===== src/rtl/dual_quaternion_point_transform_assert.svh =====
// Assertion macros for the point transform RTL.
`ifndef DUAL_QUATERNION_POINT_TRANSFORM_ASSERT_SVH
`define DUAL_QUATERNION_POINT_TRANSFORM_ASSERT_SVH

// The consequent must hold in the same cycle as the antecedent.
`define DQPT_ASSERT_SAME(lbl, clk, rst_n, ante, cons) \
  lbl: assert property (@(posedge clk) disable iff (!rst_n) (ante) |-> (cons)) \
    else $error("dqpt: same-cycle check failed");

// The consequent must hold in the cycle after the antecedent.
`define DQPT_ASSERT_NEXT(lbl, clk, rst_n, ante, cons) \
  lbl: assert property (@(posedge clk) disable iff (!rst_n) (ante) |=> (cons)) \
    else $error("dqpt: next-cycle check failed");

`endif


===== src/rtl/dqpt_pkg.sv =====
`timescale 1ns / 1ps
`default_nettype none

package dqpt_pkg;

  localparam int DATA_W    = 32;
  localparam int CFG_IDX_W = 3;

  // Register indexes on the configuration port.
  localparam logic [CFG_IDX_W-1:0] REG_ROT_W  = 3'd0;
  localparam logic [CFG_IDX_W-1:0] REG_ROT_X  = 3'd1;
  localparam logic [CFG_IDX_W-1:0] REG_ROT_Y  = 3'd2;
  localparam logic [CFG_IDX_W-1:0] REG_ROT_Z  = 3'd3;
  localparam logic [CFG_IDX_W-1:0] REG_DUAL_W = 3'd4;
  localparam logic [CFG_IDX_W-1:0] REG_DUAL_X = 3'd5;
  localparam logic [CFG_IDX_W-1:0] REG_DUAL_Y = 3'd6;
  localparam logic [CFG_IDX_W-1:0] REG_DUAL_Z = 3'd7;

  localparam logic signed [DATA_W-1:0] SAT_MAX = {1'b0, {(DATA_W-1){1'b1}}};
  localparam logic signed [DATA_W-1:0] SAT_MIN = {1'b1, {(DATA_W-1){1'b0}}};

  typedef struct packed {
    logic signed [DATA_W-1:0] w;
    logic signed [DATA_W-1:0] x;
    logic signed [DATA_W-1:0] y;
    logic signed [DATA_W-1:0] z;
  } quat_t;

  typedef struct packed {
    logic signed [DATA_W-1:0] x;
    logic signed [DATA_W-1:0] y;
    logic signed [DATA_W-1:0] z;
  } vec_t;

  // Negation that maps the most negative value to the most positive one.
  function automatic logic signed [DATA_W-1:0] neg_sat(input logic signed [DATA_W-1:0] a);
    logic signed [DATA_W-1:0] r;
    if (a == SAT_MIN) begin
      r = SAT_MAX;
    end else begin
      r = -a;
    end
    return r;
  endfunction

  // Saturating addition of two full-range values.
  function automatic logic signed [DATA_W-1:0] add_sat(input logic signed [DATA_W-1:0] a,
                                                        input logic signed [DATA_W-1:0] b);
    logic signed [DATA_W:0]   s;
    logic signed [DATA_W-1:0] r;
    s = {a[DATA_W-1], a} + {b[DATA_W-1], b};
    if (s[DATA_W] != s[DATA_W-1]) begin
      r = s[DATA_W] ? SAT_MIN : SAT_MAX;
    end else begin
      r = s[DATA_W-1:0];
    end
    return r;
  endfunction

endpackage

`default_nettype wire


===== src/rtl/dqpt_cfg_regs.sv =====
`timescale 1ns / 1ps
`default_nettype none

module dqpt_cfg_regs #(
  parameter int FRAC_BITS = 16
) (
  input  wire logic                           clk,
  input  wire logic                           rst_n,
  input  wire logic                           cfg_we,
  input  wire logic [dqpt_pkg::CFG_IDX_W-1:0] cfg_index,
  input  wire logic [dqpt_pkg::DATA_W-1:0]    cfg_data,
  output      dqpt_pkg::quat_t                rot,
  output      dqpt_pkg::quat_t                dual
);

  // Unit value in the chosen fixed-point format.
  localparam logic [dqpt_pkg::DATA_W-1:0] ONE_Q =
    {{(dqpt_pkg::DATA_W-1){1'b0}}, 1'b1} << FRAC_BITS;

  dqpt_pkg::quat_t rot_r;
  dqpt_pkg::quat_t dual_r;

  // Register file: identity transform after reset, one word per write.
  always_ff @(posedge clk) begin
    if (!rst_n) begin
      rot_r  <= '{w: ONE_Q, x: '0, y: '0, z: '0};
      dual_r <= '0;
    end else if (cfg_we) begin
      case (cfg_index)
        dqpt_pkg::REG_ROT_W:  rot_r.w  <= cfg_data;
        dqpt_pkg::REG_ROT_X:  rot_r.x  <= cfg_data;
        dqpt_pkg::REG_ROT_Y:  rot_r.y  <= cfg_data;
        dqpt_pkg::REG_ROT_Z:  rot_r.z  <= cfg_data;
        dqpt_pkg::REG_DUAL_W: dual_r.w <= cfg_data;
        dqpt_pkg::REG_DUAL_X: dual_r.x <= cfg_data;
        dqpt_pkg::REG_DUAL_Y: dual_r.y <= cfg_data;
        dqpt_pkg::REG_DUAL_Z: dual_r.z <= cfg_data;
        default: ;
      endcase
    end
  end

  assign rot  = rot_r;
  assign dual = dual_r;

endmodule

`default_nettype wire


===== config.mk =====
export PLATFORM = sky130hd
export DESIGN_NAME = dqpt_cfg_regs
export DESIGN_NICKNAME = d
export VERILOG_FILES = /design/src/rtl/dual_quaternion_point_transform_assert.svh /design/src/rtl/dqpt_pkg.sv /design/src/rtl/dqpt_cfg_regs.sv
export SDC_FILE = /design/constraint.sdc
export NUM_CORES = 1
export LEC_CHECK = 0
export ABC_CLOCK_PERIOD_IN_PS = 2900
export BUFFER_PORTS_ARGS = -buffer_cell sky130_fd_sc_hd__clkbuf_2
export CAP_MARGIN = 20
export CELL_PAD_IN_SITES_DETAIL_PLACEMENT = 1
export CELL_PAD_IN_SITES_GLOBAL_PLACEMENT = 1
export CORE_ASPECT_RATIO = 0.7
export CORE_MARGIN = 8
export CORE_UTILIZATION = 41
export DETAILED_ROUTE_END_ITERATION = 8
export GPL_ROUTABILITY_DRIVEN = 0
export PLACE_DENSITY_LB_ADDON = 0.1
export SLEW_MARGIN = 20
export SYNTH_ARGS = -nofsm -noshare
export SYNTH_HDL_FRONTEND = slang
export SYNTH_SLANG_ARGS = --single-unit

===== constraint.sdc =====
create_clock -name clk -period 2.9 [get_ports clk]
set_input_delay 0.58 -clock clk [delete_from_list [all_inputs] [get_ports clk]]
set_output_delay 0.58 -clock clk [all_outputs]
set_load 0.01 [all_outputs]

==> results.md, run 1 <==
- Critical-path cell list: clkbuf_2
- Largest net degree at the start of global routing: 66
- Via/cell ratio: 4.92
- Final setup skew: 0 ns
- Slew HR: 0.552
- Sequential Area: 0.00512 mm2
- Largest family of logic cells by synthesized area: multiplexers
- R2R setup slack: 2.17 ns
- First-pass GRT wire length: 45800 um
- Layout cells sized above 1: 0.304
- Io pins: 294
- Core area: 0.0223 mm2
- TritonCTS clock tree: built
- Crit path max fanout: 2
- Site row count: 46
- Synthesized flop and latch total: 256
- Clock transition at path regs: 0.07 ns
- Initial Util: 0.412
- Post-CTS Setup Inserts: 0
- Pwr/cell area: 616 mW/mm2
- Max_cap viols: 0
- Pre-CTS setup slack: 0.740 ns
- Pleak: 0.00617 uW
- Number of port buffers: 293
- Area of the multi-input gates: 0.00378 mm2
- Syn_nets: 910
- Root Buffer: clkbuf_16
- DR WL/cell: 20.7 um
- Endpoints failing setup: 0
- Syn Area/Cell: 10.6 um2
- Non-Filler Instances: 1455
- Vias: 7156
- Initial drt markers: 257
- VDD IR max: 0.414 mV
- Number of nets with antenna violations after routing: 0
- PostCTS Resize Cnt: 0
- Mapped Cells: 872
- Fmax achieved: 604 MHz
- Routed wire length: 30100 um
- Skew-Pair Late Insertion Delay: 0.51 ns
- Setup tns final: 0 ns
- Least-Margin Pin Slew: 0.672 ns
- Tcrit/Tclk final: 0.571
- Crit-path slowest cell: dfxtp_1
- Clock buffer depth: 3
- Diodes inserted: 0
- # DRC: 0
- Worst path max stage delay: 0.40 ns
- Yosys warns: 0
- Status: complete, no violations
- Compound-gate portion of the synthesized area: 0
- Worst Path Buf+Inv: 1
- HPWL Detailed: 21100 um
- Synth Area in XOR/XNOR: 0
- Tmin final: 1.66 ns
- Synth area leader: dfxtp_1
- Dominant cells by area after synthesis: dfxtp_1 (56%), mux2i_1 (28%), nand2_1 (12%)
- Count of cell types in the netlist: 14
- Mux cell area share after synthesis: 0.278
- Die W: 195 um
- Setup crit start kind: flop
- Levels on crit path: 1
- Crit Reg-Reg Startpoint: rot[107]
- Critical path capture point type: primary output
- Sequential-to-total area share from yosys stat: 0.557
- Vias in the first global route: 7611
- Family with the most delay on the worst path: flip-flops
- Gr usage total: 0.210
- Reg2Reg Depth: 2
- Initial antenna violation count: 0
- Setup crit start: dual[99]
- CTS sink count: 256
- Synth Cell Area: 0.00921 mm2
- Placed cell count: 1411
- Critical path arrival: 1.08 ns
- Worst Hold Class: in2reg
- Die area: 0.0276 mm2
- Congestion Overflow GR: 0
- Adder-Cell Fraction of Synth Area: 0
- Critical path class: reg2out
- Setup crit end: dual[99]
- Hold Crit Start: cfg_data[16]
- Htree depth: 1
- Final Max Slew Viols: 0
- Area Growth Syn to Fin: 27.2%
- Top cell type's share of synthesized area: 0.557
- Nets: 1188
- PnR worst setup slack: 1.24 ns
- CTS Buf Count: 25
- Hold-fix buffers, CTS: 0
- Setup repair after global routing missed its margin: no
- Worst r2r dst: rot[107]
- Crit path required time: 2.32 ns
- Die H: 141 um
- Endpoints failing hold: 0
- DRT Pass-1 Iters: 4
- Simple-gate share of the synthesized area: 0.128
- # fillers: 2568
placed cells by master (no fill, tap or decap), types with 3 or more instances in the layout:
| master | synthesis | routed |
|---|---|---|
| nand2_1 | 287 | 287 |
| clkbuf_16 | 0 | 25 |
| mux2i_1 | 256 | 256 |
| clkbuf_1 | 19 | 7 |
| buf_12 | 0 | 4 |
| clkbuf_2 | 0 | 292 |
| clkinv_2 | 0 | 8 |
| clkbuf_8 | 0 | 4 |
| buf_4 | 10 | 17 |
| dfxtp_1 | 256 | 256 |
| nand4b_1 | 3 | 3 |
state kept, by name, indices dropped and copies added, names as in the netlist:
name / flops
dual: 128
rot: 128
layout make-up:
| cell class | count | area share |
|---|---|---|
| Clock buffer | 35 | 0.0592 |
| Clock inverter | 9 | 0.00598 |
| Multi-Input combinational cell | 553 | 0.323 |
| Sequential cell | 256 | 0.438 |
| Tap cell | 288 | 0.0308 |
| Timing Repair Buffer | 314 | 0.144 |
how the worst min path moves through the flow:
stage | to | slack (ns) | depth (start not counted)
after floorplan | rot[100] | 0.48 | 2
after global placement | rot[90] | 0.44 | 2
after detailed placement | rot[118] | 0.45 | 2
after CTS | rot[112] | 0.35 | 3
after global routing | rot[112] | 0.38 | 3
final | rot[112] | 0.38 | 3
Yosys cell counts, drive strengths merged:
cell and instances:
and4bb 1, buf 44, clkbuf 19, dfxtp 256, mux2i 256, nand2 287, nand4 1, nand4b 3
nand4bb 2, nor2b 2, nor4b 1
layer usage:
metal	global-route usage	wire, um	share of wire	up-vias
li1	-	-	-	3440
met1	0.268	13700	0.45	3493
met2	0.343	13700	0.45	188
met3	0.0646	2100	0.070	35
met4	0.0501	656	0.022	0
met5	0	0	0	-
kinds of logic after synthesis:
group,count (synthesis)
simple gates,297
mux,256
flops,256
buf+inv,63
report_power, final:
group / internal [uW] / switching, uW / total [uW]
registers: 3590 / 45.8 / 3640
clock network: 1750 / 1330 / 3090
logic: 173 / 313 / 485
total: 5520 / 1690 / 7210
stage by stage:
step	utilization	cell area [um2]	hold WS [ns]	total power (uW)
finish	0.524	11700	0.379	7210
global placement	0.490	10900	0.441	4200
detailed placement	0.490	10900	0.446	4210
floorplan	-	9210	0.479	3990
CTS	0.524	11700	0.355	7310
global route	0.524	11700	0.382	7500
No activity file was read; power rests on OpenSTA's default activity.
==> inputs of run 2 (changes only) <==
- ABC_CLOCK_PERIOD_IN_PS: 2900 -> 1600
- CORE_UTILIZATION: 41 -> 38
- clock period: 2.9 -> 1.6 ns (I/O delays scaled with it)
==> results.md, run 2 (same netlist as run 1, synthesis figures left out) <==
- R2R setup slack: 0.94 ns (-1.23 ns)
- Pwr/cell area: 1130 mW/mm2 (+83%)
- Area Growth Syn to Fin: 30.4%
- Nets: 1196 (+0.67%)
- Initial antenna violation count: 0 (unchanged)
- Endpoints failing setup: 0 (unchanged)
- Critical path class: reg2out
- CTS Buf Count: 27 (+8.0%)
- Number of port buffers: 293 (unchanged)
- DRT Pass-1 Iters: 4 (unchanged)
- Reg2Reg Depth: 2 (unchanged)
- Clock buffer depth: 3 (unchanged)
- Final setup skew: 0 ns (unchanged)
- Critical path arrival: 1.08 ns (about the same)
- Family with the most delay on the worst path: flip-flops
- Htree depth: 1 (unchanged)
- Final Core Density: 0.507 (-0.0175)
- Tmin final: 1.40 ns
- Final Max Slew Viols: 0 (unchanged)
- Clock transition at path regs: 0.06 ns (about the same)
- Least-Margin Pin Slew: 0.413 ns (-0.259 ns)
- TritonCTS clock tree: built
- Dpl cell area: 0.0112 mm2 (+2.1%)
- DR WL/cell: 20.5 um (-0.96%)
- Initial drt markers: 191 (-26%)
- Diodes inserted: 0 (unchanged)
- Critical path capture point type: primary output
- Layout cells sized above 1: 0.306 (+0.00133)
- Worst path max stage delay: 0.39 ns (about the same)
- CTS sink count: 256 (unchanged)
- Status: complete, no violations
- Worst r2r dst: dual[15]
- Hold Path Cell Cnt: 3 (unchanged)
- First-pass GRT wire length: 47300 um (+3.4%)
- Die W: 202 um (+3.6%)
- Vias: 7259 (+1.4%)
- Die H: 146 um (+3.4%)
- Via/cell ratio: 4.86 (-1.1%)
- Endpoints failing hold: 0 (unchanged)
- Vias in the first global route: 7760 (+2.0%)
- Slew HR: 0.724 (+0.172)
- Crit Reg-Reg Startpoint: dual[15]
- Crit path max fanout: 2 (unchanged)
- VDD IR max: 0.773 mV (+87%)
- Worst Hold Class: in2reg
- Crit path required time: 1.28 ns (-1.04 ns)
- Pre-CTS setup slack: 0.116 ns (-0.625 ns)
- Number of nets with antenna violations after routing: 0 (unchanged)
- Post-CTS Setup Inserts: 0 (unchanged)
- Io pins: 294 (unchanged)
- Worst Path Buf+Inv: 1 (unchanged)
- Initial Util: 0.389 (-0.0238)
- Congestion Overflow GR: 0 (unchanged)
- Root Buffer: clkbuf_16
- Final instance area: 0.0120 mm2 (+2.6%)
- Routed wire length: 30600 um (+1.6%)
- Core area: 0.0237 mm2 (+6.1%)
- Largest net degree at the start of global routing: 54 (-18%)
- Critical-path cell list: clkbuf_2
- PostCTS Resize Cnt: 0 (unchanged)
- Die area: 0.0295 mm2 (+7.1%)
- Tcrit/Tclk final: 0.874
- Setup tns final: 0 ns (unchanged)
- WHS Endpoint: rot[112]
- Max_cap viols: 0 (unchanged)
- Hold Crit Start: cfg_data[16]
- Hold-fix buffers, CTS: 0 (unchanged)
- # DRC: 0 (unchanged)
- Site row count: 47 (+2.2%)
- Most frequent cells in the layout: clkbuf_2 (292), nand2_1 (287), mux2i_1 (256), dfxtp_1 (256), clkbuf_16 (27)
- Pleak: 0.00629 uW (+1.9%)
- Setup crit start kind: flop
- Most common cell after layout, fill and taps aside: clkbuf_2
- Fmax achieved: 715 MHz
- HPWL Detailed: 21800 um (+3.2%)
- PnR worst setup slack: 0.202 ns (-1.04 ns)
- Setup repair after global routing missed its margin: no
- Skew-Pair Late Insertion Delay: 0.52 ns (about the same)
- Crit-path slowest cell: dfxtp_1
- Gr usage total: 0.200 (-0.00999)
[run 2: cell count changes in the layout (fill, tap and decap cells not counted), sizes merged]
cell and delta:
buf +6, clkbuf +8, clkinv -8, inv +2
[run 2: per-layer routing]
| metal | track usage | up-vias | wire length (um) |
|---|---|---|---|
| li1 | - | 3459 | - |
| met4 | 0.0495 | 0 | 677 |
| met2 | 0.323 | 179 | 14100 |
| met3 | 0.0564 | 39 | 1870 |
| met5 | 0 | - | 0 |
| met1 | 0.260 | 3582 | 14000 |
[run 2: power by group]
group          total (uW)  switching (uW)  leakage (uW)  internal (uW)
Combinational         915             573       0.00381            342
Clock                6000            2490      0.000405           3500
Sequential           6600            84.9       0.00207           6520
[run 2: worst max path at each step]
stage / start / to / slack [ns] / depth (start not counted)
2_1_floorplan: cfg_index[1] / rot[100] / 0.26 / 4
3_3_place_gp: cfg_index[2] / rot[29] / 0.15 / 4
3_5_place_dp: cfg_index[1] / rot[113] / 0.12 / 4
4_1_cts: rot[26] / rot[26] / 0.19 / 1
5_1_grt: dual[15] / dual[15] / 0.16 / 1
6_report: rot[26] / rot[26] / 0.20 / 1
[run 2: cell type report]
cell class	count	area [um2]
clock buffers	43	786
clock inverters	3	47.5
fillers	2705	11700
multi-input cells	553	3780
flip-flops and latches	256	5120
well taps	318	398
repair buffers	320	1880
[run 2: worst min-delay path, stage by stage]
cell      delay, ns
clkbuf_2       0.09
nor2b_1        0.05
mux2i_1        0.11
[run 2: stage by stage]
| stage | total power (uW) | cells | hold WS, ns |
|---|---|---|---|
| after floorplan | 7220 | 872 | 0.479 |
| after global placement | 7660 | 1447 | 0.442 |
| after detailed placement | 7670 | 1447 | 0.450 |
| after CTS | 13700 | 1493 | 0.0653 |
| after global routing | 14000 | 1493 | 0.0939 |
| final | 13500 | 1493 | 0.0877 |
==> inputs of run 3 (changes only) <==
- ABC_CLOCK_PERIOD_IN_PS: 1600 -> 1340
- CORE_MARGIN: 8 -> 2
- GPL_TIMING_DRIVEN: not set -> 0
- clock period: 1.6 -> 1.34 ns (I/O delays scaled with it)
==> results.md, run 3 (same netlist as run 1, synthesis figures left out) <==
- Status: complete, no violations
- Setup crit start: rot[68]
- Critical path arrival: 1.04 ns (-0.04 ns)
- Number of nets with antenna violations after routing: 0 (unchanged)
- Layout cells sized above 1: 0.318 (+0.0120)
- Worst path max stage delay: 0.37 ns (-0.02 ns)
- Root Buffer: clkbuf_16
- Io pins: 294 (unchanged)
- DR WL/cell: 20.3 um (-0.81%)
- Worst r2r dst: dual[38]
- TritonCTS clock tree: built
- Critical path capture point type: primary output
- Family with the most delay on the worst path: flip-flops
- Internal power component: 13000 uW (+25%)
- Die H: 134 um (-8.2%)
- Most common cell after layout, fill and taps aside: nand2_1
- Crit Reg-Reg Startpoint: dual[38]
- Congestion Overflow GR: 0 (unchanged)
- Net switching power: 3880 uW (+23%)
- Area Growth Syn to Fin: 30.3%
- Largest net degree at the start of global routing: 15 (-72%)
- First-pass GRT wire length: 46600 um (-1.6%)
- Initial antenna violation count: 0 (unchanged)
- PnR worst setup slack: 0.0309 ns (-0.171 ns)
- Critical-path cell list: clkbuf_2
- Hold Path Cell Cnt: 3 (unchanged)
- Vias: 7430 (+2.4%)
- Area of the multi-input gates: 0.00374 mm2 (-0.86%)
- Post-CTS Setup Inserts: 0 (unchanged)
- Least-Margin Pin Slew: 0.687 ns (+0.274 ns)
- Pwr/cell area: 1400 mW/mm2 (+25%)
- Critical path class: reg2out
- Pre-CTS setup slack: -0.471 ns (-0.586 ns)
- Die area: 0.0255 mm2 (-14%)
- Hold slack: 0.0436 ns (-0.0441 ns)
- Die W: 190 um (-5.9%)
- Crit path required time: 1.07 ns (-0.21 ns)
- # fillers: 2774 (+2.6%)
- Initial drt markers: 240 (+26%)
- Hold Crit Start: cfg_data[16]
- Crit path max fanout: 2 (unchanged)
- WHS Endpoint: rot[112]
- HPWL Detailed: 22700 um (+4.1%)
- Most frequent cells in the layout: nand2_1 (287), clkbuf_2 (278), mux2i_1 (256)
- R2R setup slack: 0.66 ns (-0.28 ns)
- Crit-path slowest cell: dfxtp_1
- Sequential Area: 0.00513 mm2 (+0.12%)
- CTS sink count: 256 (unchanged)
- Endpoints failing hold: 0 (unchanged)
- Clk pwr share: 0.468 (+0.024)
- Diodes inserted: 0 (unchanged)
- Pleak: 0.00631 uW (+0.34%)
- Via/cell ratio: 4.88 (+0.27%)
- Setup tns final: 0 ns (unchanged)
- VDD IR max: 0.816 mV (+5.6%)
- Setup crit start kind: flop
- Site row count: 47 (unchanged)
- Final Max Slew Viols: 0 (unchanged)
- Fmax achieved: 764 MHz
- DRT Pass-1 Iters: 5 (+1)
- Combinational share of power: 0.065 (-0.003)
- Routed wire length: 31000 um (+1.3%)
- Skew-Pair Late Insertion Delay: 0.52 ns (about the same)
- # DRC: 0 (unchanged)
- Tmin final: 1.31 ns
- Worst Path Buf+Inv: 1 (unchanged)
- Max_cap viols: 0 (unchanged)
- Dpl cell area: 0.0110 mm2 (-1.2%)
- Clock transition at path regs: 0.06 ns (about the same)
- Gr usage total: 0.238 (+0.0385)
- CTS Buf Count: 26 (-3.7%)
- Nets: 1226 (+2.5%)
- Tcrit/Tclk final: 0.977
- Slew HR: 0.542 (-0.182)
- Final instance area: 0.0120 mm2 (-0.12%)
- Endpoints failing setup: 0 (unchanged)
- Final setup skew: 0 ns (unchanged)
- Clock buffer depth: 3 (unchanged)
- Core area: 0.0237 mm2 (unchanged)
- Reg2Reg Depth: 2 (unchanged)
- Worst Hold Class: in2reg
- Switching Share: 0.231 (-0.00268)
- Number of port buffers: 288 (-1.7%)
- Initial Util: 0.389 (unchanged)
- Vias in the first global route: 7740 (-0.26%)
- Seq pwr share: 0.468 (-0.021)
- Htree depth: 1 (unchanged)
run 3: cell count changes in the layout (fill, tap and decap cells not counted), sizes merged:
cell,delta
buf,+28
clkinv,+6
clkbuf,-5
bufinv,+3
inv,-2
clkinvlp,+1
run 3: tightest hold or removal path, cell delays in order:
cell      delay, ns
clkbuf_2       0.09
nor2b_1        0.04
mux2i_1        0.13
run 3: area by class of cell:
class | count | share of cell area
clock inverters | 11 | 0.0131
repair buffers | 288 | 0.121
well taps | 318 | 0.0332
clock buffers | 35 | 0.0647
plain buffers | 63 | 0.0284
multi-input cells | 553 | 0.312
flip-flops and latches | 256 | 0.428
run 3: worst max path at each step:
stage	to	slack, ns	cells past startpoint
detailed placement	rot[75]	-0.47	4
global placement	rot[75]	-0.45	4
floorplan	rot[100]	0.05	4
global route	rot[28]	-0.005	1
CTS	dual[106]	0.01	1
finish	rot[68]	0.03	1
run 3: power by group through the flow:
stage          registers [uW]  logic (uW)  clock network [uW]
3_5_place_dp             8040        1100                   0
2_1_floorplan            8110         519                   0
5_1_grt                  7890        1180                8300
6_report                 7870        1090                7870
4_1_cts                  7870        1100                8020
3_3_place_gp             8030        1080                   0
run 3: per-layer routing:
metal  wire length, um  track usage  up-vias  share of wire
li1                  -            -     3515              -
met1             14300        0.318     3636           0.46
met2             13500        0.375      223           0.43
met3              2400       0.0706       56          0.077
met4               801       0.0659        0          0.026
met5                 0            0        -              0
run 3: through the flow:
step	utilization	std cells	total power (uW)
floorplan	-	872	8630
global placement	0.466	1478	9110
detailed placement	0.466	1478	9130
CTS	0.506	1524	17000
global route	0.506	1524	17400
finish	0.506	1524	16800
run 3: repair_timing:
action,in CTS,in global routing
resized for setup,1,20
setup endpoints to repair,1,23
hold buffers,0,0
